--- config.mk ---
export PLATFORM = sky130hd
export DESIGN_NAME = sample_rate_drift_estimator_unit
export DESIGN_NICKNAME = d
export VERILOG_FILES = /design/src/rtl/srde_pkg.sv /design/src/rtl/srde_div.sv /design/src/rtl/sample_rate_drift_estimator_unit.sv
export SDC_FILE = /design/constraint.sdc
export NUM_CORES = 2
export LEC_CHECK = 0
export BUFFER_PORTS_ARGS = -buffer_cell sky130_fd_sc_hd__buf_2
export CAP_MARGIN = 20
export CELL_PAD_IN_SITES_DETAIL_PLACEMENT = 1
export CELL_PAD_IN_SITES_GLOBAL_PLACEMENT = 1
export CORE_MARGIN = 2
export CORE_UTILIZATION = 45
export DETAILED_ROUTE_END_ITERATION = 10
export PLACE_DENSITY = 0.79
export SETUP_SLACK_MARGIN = 0.2
export SLEW_MARGIN = 20
export SYNTH_ARGS = -nofsm -noshare
export SYNTH_HDL_FRONTEND = slang
export SYNTH_SLANG_ARGS = --single-unit
--- constraint.sdc ---
create_clock -name clk -period 13.8 [get_ports clk]
set_input_delay 1.38 -clock clk [delete_from_list [all_inputs] [get_ports clk]]
set_output_delay 1.38 -clock clk [all_outputs]
set_load 0.02 [all_outputs]
--- src/rtl/srde_pkg.sv ---
// Shared types and constants of the sample rate drift estimator.
// Depends on nothing; used by srde_div and sample_rate_drift_estimator_unit.
package srde_pkg;

  localparam logic [1:0] CMD_INIT    = 2'd0;
  localparam logic [1:0] CMD_RESTART = 2'd1;
  localparam logic [1:0] CMD_UPDATE  = 2'd2;

  localparam logic REG_NOMINAL_RATE = 1'b0;
  localparam logic REG_INIT_RATIO   = 1'b1;

  localparam int unsigned K_W = 10;
  localparam logic [K_W-1:0] K_MS_PER_S    = 10'd1000;
  localparam logic [K_W-1:0] K_RATE_DECAY  = 10'd819;
  localparam logic [K_W-1:0] K_RATIO_GAIN  = 10'd332;
  localparam logic [31:0]    WINDOW_MS     = 32'd1000;

  localparam int unsigned DIV_W = 32;

  typedef enum logic [8:0] {
    ST_IDLE      = 9'b000000001,
    ST_DIV_MEAS  = 9'b000000010,
    ST_MUL_MEAS  = 9'b000000100,
    ST_DIV_INST  = 9'b000001000,
    ST_RATE_MUL  = 9'b000010000,
    ST_RATE_ADD  = 9'b000100000,
    ST_RATIO_MUL = 9'b001000000,
    ST_RATIO_ADD = 9'b010000000,
    ST_WRITE     = 9'b100000000
  } state_t;

endpackage

--- src/rtl/srde_div.sv ---
// Radix-2 restoring divider for 32-bit unsigned operands, one quotient bit per cycle.
// Depends on srde_pkg for the operand width.
module srde_div (
  input  logic                         clk,
  input  logic                         rst,
  input  logic                         start,
  input  logic [srde_pkg::DIV_W-1:0]   dividend,
  input  logic [srde_pkg::DIV_W-1:0]   divisor,
  output logic                         done,
  output logic [srde_pkg::DIV_W-1:0]   quotient
);

  localparam int unsigned CNT_W = $clog2(srde_pkg::DIV_W);
  localparam logic [CNT_W-1:0] LAST_STEP = CNT_W'(srde_pkg::DIV_W - 1);

  logic                        busy;
  logic [CNT_W-1:0]            cnt;
  logic [srde_pkg::DIV_W-1:0]  rem;
  logic [srde_pkg::DIV_W-1:0]  quo;
  logic [srde_pkg::DIV_W-1:0]  dvs;
  logic [srde_pkg::DIV_W:0]    shifted;
  logic                        q_bit;
  logic [srde_pkg::DIV_W-1:0]  rem_next;

  always_comb begin
    shifted  = {rem, quo[srde_pkg::DIV_W-1]};
    q_bit    = (shifted >= {1'b0, dvs});
    rem_next = q_bit ? srde_pkg::DIV_W'(shifted - {1'b0, dvs})
                     : shifted[srde_pkg::DIV_W-1:0];
  end

  always_ff @(posedge clk) begin
    if (rst) begin
      busy <= 1'b0;
      done <= 1'b0;
      cnt  <= '0;
    end else begin
      done <= 1'b0;
      if (start) begin
        busy <= 1'b1;
        cnt  <= '0;
      end else if (busy) begin
        cnt <= cnt + 1'b1;
        if (cnt == LAST_STEP) begin
          busy <= 1'b0;
          done <= 1'b1;
        end
      end
    end
  end

  always_ff @(posedge clk) begin
    if (start) begin
      rem <= '0;
      quo <= dividend;
      dvs <= divisor;
    end else if (busy) begin
      rem <= rem_next;
      quo <= {quo[srde_pkg::DIV_W-2:0], q_bit};
    end
  end

  assign quotient = quo;

endmodule

--- src/rtl/sample_rate_drift_estimator_unit.sv ---
// Top level of the sample rate drift estimator: sequencer, state, shared multiplier.
// Depends on srde_pkg and srde_div.
// Init, restart, unused commands and updates that do not close the 1000 ms window go from
// accept to ST_WRITE, which loads their result into the output register when the output is
// free. An update that closes a window runs two 32-step divisions one after the other through
// the single shared divider, besides the handoffs, the three products of the shared constant
// multiplier, the two accumulations and the output load. The block accepts no beat while an
// item is in progress, but it takes the next beat while a finished result still waits in the
// output register; a result still stalled there holds the following item in its last cycle.
module sample_rate_drift_estimator_unit (
  input  logic        clk,
  input  logic        rst,
  input  logic        cfg_we,
  input  logic        cfg_index,
  input  logic [16:0] cfg_data,
  input  logic        item_valid,
  output logic        item_stall,
  input  logic [1:0]  cmd,
  input  logic [31:0] now_ms,
  input  logic [15:0] samples,
  input  logic [16:0] playback_rate,
  output logic        result_valid,
  input  logic        result_stall,
  output logic [31:0] ratio_q16
);

  srde_pkg::state_t state;
  logic [16:0] nominal_sample_rate;
  logic [15:0] initial_ratio_q15;
  logic [31:0] sample_count;
  logic [31:0] window_start;
  logic [31:0] rate_estimate_q8;
  logic [31:0] ratio_estimate_q16;
  logic [16:0] playback;
  logic [31:0] prod;

  logic        accept;
  logic [31:0] delta;
  logic        in_window;
  logic        div_start;
  logic [31:0] div_a;
  logic [31:0] div_b;
  logic        div_done;
  logic [31:0] quot;
  logic [31:0] mul_a;
  logic [srde_pkg::K_W-1:0] mul_k;
  logic [31:0] mul_p;
  logic        out_free;

  assign item_stall = (state != srde_pkg::ST_IDLE);
  assign accept     = item_valid && !item_stall;
  assign delta      = now_ms - window_start;
  assign in_window  = !delta[31] && (delta >= srde_pkg::WINDOW_MS);
  assign out_free   = !result_valid || !result_stall;

  assign div_start = (accept && (cmd == srde_pkg::CMD_UPDATE) && in_window)
                   || (state == srde_pkg::ST_MUL_MEAS);

  always_comb begin
    if (state == srde_pkg::ST_IDLE) begin
      div_a = {sample_count[16:0], 15'b0};
      div_b = delta;
    end else begin
      div_a = {rate_estimate_q8[24:0], 7'b0};
      div_b = {15'b0, playback};
    end
  end

  srde_div u_div (
    .clk      (clk),
    .rst      (rst),
    .start    (div_start),
    .dividend (div_a),
    .divisor  (div_b),
    .done     (div_done),
    .quotient (quot)
  );

  always_comb begin
    case (state)
      srde_pkg::ST_MUL_MEAS: begin
        mul_a = quot;
        mul_k = srde_pkg::K_MS_PER_S;
      end
      srde_pkg::ST_RATE_MUL: begin
        mul_a = (prod >> 15) - (rate_estimate_q8 >> 8);
        mul_k = srde_pkg::K_RATE_DECAY;
      end
      default: begin
        mul_a = {quot[30:0], 1'b0} - ratio_estimate_q16;
        mul_k = srde_pkg::K_RATIO_GAIN;
      end
    endcase
    mul_p = mul_a * 32'(mul_k);
  end

  always_ff @(posedge clk) begin
    if (rst) begin
      state               <= srde_pkg::ST_IDLE;
      result_valid        <= 1'b0;
      nominal_sample_rate <= 17'd48000;
      initial_ratio_q15   <= 16'd32768;
      sample_count        <= '0;
      window_start        <= '0;
      rate_estimate_q8    <= '0;
      ratio_estimate_q16  <= '0;
    end else begin
      if (cfg_we) begin
        case (cfg_index)
          srde_pkg::REG_NOMINAL_RATE: nominal_sample_rate <= cfg_data;
          srde_pkg::REG_INIT_RATIO:   initial_ratio_q15   <= cfg_data[15:0];
          default: ;
        endcase
      end
      if ((state == srde_pkg::ST_WRITE) && out_free) begin
        result_valid <= 1'b1;
      end else if (!result_stall) begin
        result_valid <= 1'b0;
      end
      case (state)
        srde_pkg::ST_IDLE: begin
          if (accept) begin
            state <= srde_pkg::ST_WRITE;
            case (cmd)
              srde_pkg::CMD_INIT: begin
                sample_count       <= '0;
                window_start       <= now_ms;
                ratio_estimate_q16 <= {15'b0, initial_ratio_q15, 1'b0};
                rate_estimate_q8   <= {7'b0, nominal_sample_rate, 8'b0};
              end
              srde_pkg::CMD_RESTART: begin
                sample_count <= '0;
                window_start <= now_ms;
              end
              srde_pkg::CMD_UPDATE: begin
                if (in_window) begin
                  window_start <= now_ms;
                  sample_count <= {16'b0, samples};
                  state        <= srde_pkg::ST_DIV_MEAS;
                end else begin
                  sample_count <= sample_count + {16'b0, samples};
                end
              end
              default: ;
            endcase
          end
        end
        srde_pkg::ST_DIV_MEAS: begin
          if (div_done) begin
            state <= srde_pkg::ST_MUL_MEAS;
          end
        end
        srde_pkg::ST_MUL_MEAS: state <= srde_pkg::ST_DIV_INST;
        srde_pkg::ST_DIV_INST: begin
          if (div_done) begin
            state <= srde_pkg::ST_RATE_MUL;
          end
        end
        srde_pkg::ST_RATE_MUL: state <= srde_pkg::ST_RATE_ADD;
        srde_pkg::ST_RATE_ADD: begin
          rate_estimate_q8 <= rate_estimate_q8 + 32'($signed(prod) >>> 7);
          state            <= srde_pkg::ST_RATIO_MUL;
        end
        srde_pkg::ST_RATIO_MUL: state <= srde_pkg::ST_RATIO_ADD;
        srde_pkg::ST_RATIO_ADD: begin
          ratio_estimate_q16 <= ratio_estimate_q16 + 32'($signed(prod) >>> 8);
          state              <= srde_pkg::ST_WRITE;
        end
        srde_pkg::ST_WRITE: begin
          if (out_free) begin
            state <= srde_pkg::ST_IDLE;
          end
        end
        default: state <= srde_pkg::ST_IDLE;
      endcase
    end
  end

  always_ff @(posedge clk) begin
    if (accept) begin
      playback <= playback_rate;
    end
    if ((state == srde_pkg::ST_MUL_MEAS) || (state == srde_pkg::ST_RATE_MUL)
        || (state == srde_pkg::ST_RATIO_MUL)) begin
      prod <= mul_p;
    end
    if ((state == srde_pkg::ST_WRITE) && out_free) begin
      ratio_q16 <= ratio_estimate_q16;
    end
  end

endmodule

# Word-level counts from Yosys, hierarchy flattened
# Index checks and enable logic that the tools add are counted.
# W data, S select, Z words.
# classes
mul	1
addsub	8
n_bitwise	2
reduce_logical	28
n_eq_ne	20
order_cmp	2
muxes	30
# op_table
cell	count
$mux W32	10
$pmux W32 S2	5
$sub A32 B32 Y32	3
$pmux W9 S9	1
$add A32 B32 Y32	2
$mux W9	6
$ge A33 B32 Y1	1
$add A32 B16 Y32	1
$ge A32 B10 Y1 const B	1
$mul A32 B10 Y32	1
$sub A17 B24 Y25	1
$pmux W10 S2	1
$mux W17	1
$eq A9 B1 Y1 const B	1
$eq A9 B2 Y1 const B	1
$eq A9 B3 Y1 const B	1
$eq A9 B4 Y1 const B	1
$eq A9 B5 Y1 const B	1
$eq A9 B6 Y1 const B	1
$eq A9 B7 Y1 const B	1
$eq A9 B8 Y1 const B	1
$eq A9 B9 Y1 const B	1
$ne A9 B1 Y1 const B	1
$reduce_and A3 Y1	3
other kinds (17)	44
# totals
reg_bits	355
in_bits	90
wordCells	109

# Logic depth before layout (Yosys ltp)
# depth
depth_word	7
depth_mapped	34
mapped_depth_nobuf	33

# Modules after synthesis
# A second synthesis with hierarchy kept.
# unflattened
hier_cells	3420
hier_area_um2	29746.0
# by_module_without_submodules
mod	area_each_um2	cells_per_inst	n_inst
sample_rate_drift_estimator_unit	23804.1	2836	1
srde_div	5941.9	584	1

# Least setup slack after synthesis
# Ideal clock, no wire load.
# synth_timing
kind	reg-to-reg
start	register prod[20]
end	register prod[31] (data pin)
arrival_ps	7443
period_less_slack_ps	7705
setup_ps	262
stages_incl_launch_ff	31
slack_ps	6095
path_buffers	1
path_cell_list	edfxtp_1 > ha_1 > clkbuf_1 > o21a_1 > o21a_1 > a221o_1 > or3_1 > a41oi_1 > nor2_1 > nor2_1 > o21bai_1 > and3_1 > o21ai_0 > nand2_1 > fa_1 > fa_1 > fa_1 > fa_1 > inv_1 > fa_1 > inv_1 > ha_1 > a21o_1 > a21o_1 > a21oi_1 > nand3b_1 > a21oi_1 > nor2b_1 > o21ai_0 > o21ai_0 > xor2_1
# synth_via
elab_chain_len	3
# synth_lines
element	line	text
start, declared	sample_rate_drift_estimator_unit.sv:35	logic [31:0] prod;
start signal, assigned	sample_rate_drift_estimator_unit.sv:185	prod <= mul_p;
$sub A17 B24 Y25	sample_rate_drift_estimator_unit.sv:86	mul_a = (prod >> 15) - (rate_estimate_q8 >> 8);
$pmux W32 S2	sample_rate_drift_estimator_unit.sv:80	case (state)
$mul A32 B10 Y32	sample_rate_drift_estimator_unit.sv:94	mul_p = mul_a * 32'(mul_k);
named net mul_p[31]	sample_rate_drift_estimator_unit.sv:47	logic [31:0] mul_p;
# The timed path passes the listed nets, and every way through them passes these cells.
# A chain may end at the register's enable or synchronous reset.

# Final worst setup path
# layout_timing
start	register rate_estimate_q8[13]
end	register prod[30] (data pin)
# layout_via
elab_chain_len	3
# layout_lines
element	line	text
start, declared	sample_rate_drift_estimator_unit.sv:32	logic [31:0] rate_estimate_q8;
start signal, assigned	sample_rate_drift_estimator_unit.sv:129	rate_estimate_q8 <= {7'b0, nominal_sample_rate, 8'b0};
start signal, assigned	sample_rate_drift_estimator_unit.sv:161	rate_estimate_q8 <= rate_estimate_q8 + 32'($signed(prod) >>> 7);
$sub A17 B24 Y25	sample_rate_drift_estimator_unit.sv:86	
$pmux W32 S2	sample_rate_drift_estimator_unit.sv:80	
$mul A32 B10 Y32	sample_rate_drift_estimator_unit.sv:94	
named net mul_p[30]	sample_rate_drift_estimator_unit.sv:47	
# The timed path passes the listed nets, and every way through them passes these cells.

==> flow_summary_export.csv <==
group,metric,value,unit
worst_hold_path,whs_endpoint,"initial_ratio_q15[6]",
setup_path,crit_path_end_kind,"flip-flop",
timing,period_minus_slack,8730,ps
detailed_routing,antenna_left,0,
logic_synthesis,synthesis.area,29000,sq um
die,start_util,45.2,%
worst_hold_path,hp-start,"initial_ratio_q15[6]",
clock_tree,clock_latency,550,ps
timing,hold_viol,0,
place,pre_cts_ws,5180,ps
logic_synthesis,synth_edf_count,138,
logic_synthesis,synth_nets,3860,
clock_tree,cts_made_buffers,38,
timing,finalSetupTns,0,ps
timing,whs,457,ps
clock_tree,clockRootBuffer,"clkbuf_16",
power,p_sw,2.17,mW
logic_synthesis,yosysTopAreaCell,"edfxtp_1",
place,io_buffer_count,123,
power,vdd_drop_max,139,uV
layout,synthToLayoutAreaGrowth,9.47,%
timing,period_share,63.3,%
layout,nNetsFinal,3936,
status,status,"complete, no violations",
power,leakagePower,14.3,nW
setup_path,required,14080,ps
global_route,antenna_found_initial,6,
timing,setup_slack,5070,ps
timing,worst_pin_slew,1020,ps
global_route,grt_pass1_wl,145000,microns
place,place_area,30500,sq um
place,dp_hpwl,72300,microns
timing,slew_viol_final,0,
clock_tree,ctsHoldBuffers,0,
detailed_routing,drt_iter0_drc,1749,
flow_run,drv_cap,0,
clock_tree,cts.path.max_buffers,3,
detailed_routing,wl_per_cell,21.5,microns
logic_synthesis,yosysUniqueCellTypes,91,
setup_path,crit_top_cell,"fa_1",
die,dieHeight,258,microns
clock_tree,cts_tree,"done",
detailed_routing,wl,92200,microns
layout,drive_gt1_share,8.52,%
die,io_pins,124,
logic_synthesis,ys_ff_latch,333,
die,core,64100,sq um
power,p_int,2.95,mW
layout,final_cell_mix,"inv_1 (429), nand2_1 (399), ha_1 (233), a21oi_1 (224), nor2_1 (221)",
setup_path,r2r_end,"prod[30]",
global_route,grt_overflow_total,0,
setup_path,worstPathMaxFanout,6,
setup_path,rr_startpoint,"rate_estimate_q8[13]",
logic_synthesis,postSynthAreaPerCell,8.70,sq um
setup_path,critPathKind,"reg -> reg",
timing,slew_headroom,32.2,%
clock_tree,cts_sinks,333,
timing,finClkSkew,25.8,ps
worst_hold_path,worstHoldPathCells,2,
detailed_routing,drc,0,
detailed_routing,route.vias.total,24544,
setup_path,worstPathArrival,9010,ps
clock_tree,cts.clk_slew.worst_paths,60,ps
logic_synthesis,seq_area_frac_synth,27.8,%
timing,clock.fmax,115,MHz
logic_synthesis,synth_area_leaders,"edfxtp_1 (14%), fa_1 (14%), dfxtp_1 (13%), ha_1 (10%), inv_1 (5.6%)",
layout,final_common_cell,"inv_1",
power,power_density,161,nW/um^2
power,p_total,5.12,mW
logic_synthesis,synth.yosys.warnings,0,
timing,rsz0062_at_grt,"false",
setup_path,r2r_slack,5070,ps
setup_path,max_stage_delay,700,ps
clock_tree,ctsHtreeMaxLevel,2,
die,die_w,258,microns
timing,setup_viol,0,
logic_synthesis,syn_inst,3333,
power,switching_share,42.4,%
detailed_routing,firstDrtPassIters,5,
global_route,track_usage,27.9,%
clock_tree,ctsResizeCount,0,
logic_synthesis,synth_flop_cell,"dfxtp_1",
global_route,first_global_vias,25729,
setup_path,cp_slowest_cell,"o21ai_0",
power,p_clk_share,20.5,%
global_route,grt_max_degree,81,
power,p_comb_share,54.2,%
logic_synthesis,async_reset_ff_share,0,%
detailed_routing,vias_per_cell,5.71,
power,power_frac_seq,25.3,%
clock_tree,postCtsSetupBuffers,0,
worst_hold_path,hp-class,"reg -> reg",
setup_path,worst-r2r-cell-count,30,
place,gp_congestion,0.890,
die,dieArea,66500,sq um
logic_synthesis,synth_top_area_share,14.3,%
layout,final_cell_area,31700,sq um
die,rows,93,
setup_path,critPathLaunchType,"flip-flop",
==> worst max path at each step <==
| stage | start | end | slack (ps) | depth (start not counted) |
|---|---|---|---|---|
| after detailed placement | rate_estimate_q8[13] | prod[31] | 5180 | 30 |
| after global placement | prod[20] | prod[31] | 5490 | 29 |
| final | rate_estimate_q8[13] | prod[30] | 5070 | 30 |
| after global routing | ratio_estimate_q16[1] | prod[31] | 4470 | 29 |
| after CTS | rate_estimate_q8[13] | prod[30] | 5110 | 30 |
| after floorplan | prod[20] | prod[31] | 6090 | 30 |
==> Yosys cell counts, types with 16 or more instances <==
| cell type | n |
|---|---|
| nand2b_1 | 36 |
| and2_1 | 38 |
| a21o_1 | 84 |
| o21a_1 | 40 |
| fa_1 | 204 |
| a22oi_1 | 19 |
| nor2_1 | 223 |
| clkbuf_1 | 82 |
| or3_1 | 18 |
| xnor2_1 | 112 |
| o31ai_1 | 16 |
| ha_1 | 233 |
| a211oi_1 | 26 |
| nand3_1 | 76 |
| edfxtp_1 | 138 |
| a31o_2 | 35 |
| a311oi_1 | 26 |
| a21oi_1 | 225 |
| o21bai_1 | 29 |
| mux2i_1 | 43 |
| o21ai_0 | 156 |
| xor2_1 | 74 |
| dfxtp_1 | 195 |
| inv_1 | 430 |
| nor3_1 | 74 |
| nor2b_1 | 42 |
| nand2_1 | 399 |
| and3_1 | 28 |
==> power groups by stage <==
| stage | clock (mW) | sequential [mW] | combinational [mW] |
|---|---|---|---|
| finish | 1.05 | 1.30 | 2.77 |
| global route | 1.10 | 1.30 | 3.12 |
| CTS | 1.06 | 1.30 | 2.79 |
| global placement | 0 | 1.31 | 2.66 |
| floorplan | 0 | 1.29 | 2.02 |
| detailed placement | 0 | 1.32 | 2.76 |
==> metrics by stage <==
stage | util, % | cells
2_1_floorplan | - | 3333
3_3_place_gp | 47.5 | 4224
3_5_place_dp | 47.5 | 4224
4_1_cts | 49.5 | 4294
5_1_grt | 49.5 | 4296
6_report | 49.5 | 4296
==> critical path: cells and delay by family (launching register included) <==
family                     cells  cell delay, ps
buffers and inverters          3             160
and+or+nand+nor                8            1460
xor gates and xnor gates       1              90
adders and majority gates      7            3380
AOI/OAI and AO/OA             11            2990
DFF                            1             380
==> final cells by class <==
class	instances	area [sq um]
clock buffer	47	1060
tap	855	1070
fill	7611	32400
inverter	431	1620
antenna	2	5.00
sequential	333	8050
timing repair buffer	148	806
clock inverter	23	201
multi-input combinational	2457	18900
==> kinds of logic after synthesis <==
family | after synthesis | synth area share (%)
fa+ha+maj | 437 | 24.1
flops | 333 | 27.8
compound gates | 784 | 17.7
mux | 46 | 1.60
xor+xnor | 187 | 5.70
simple gates | 1003 | 15.9
buf+inv | 543 | 7.18
==> registers in the layout, summed over array words and instances, names as in the netlist, 9 cells and up <==
| register | flops |
|---|---|
| state | 9 |
| u_div.dvs | 32 |
| ratio_q16 | 32 |
| playback | 17 |
| ratio_estimate_q16 | 32 |
| nominal_sample_rate | 17 |
| window_start | 32 |
| prod | 25 |
| u_div.quotient | 32 |
| sample_count | 17 |
| rate_estimate_q8 | 32 |
| u_div.rem | 32 |
| initial_ratio_q15 | 16 |
==> per-layer routing <==
layer  global-route usage (%)  part of all wire [%]
met5                        0                     0
met4                     9.04                   3.3
met3                     3.36                   5.8
met2                     46.1                    47
met1                     38.0                    44
Power figures use the tool's default switching activity.
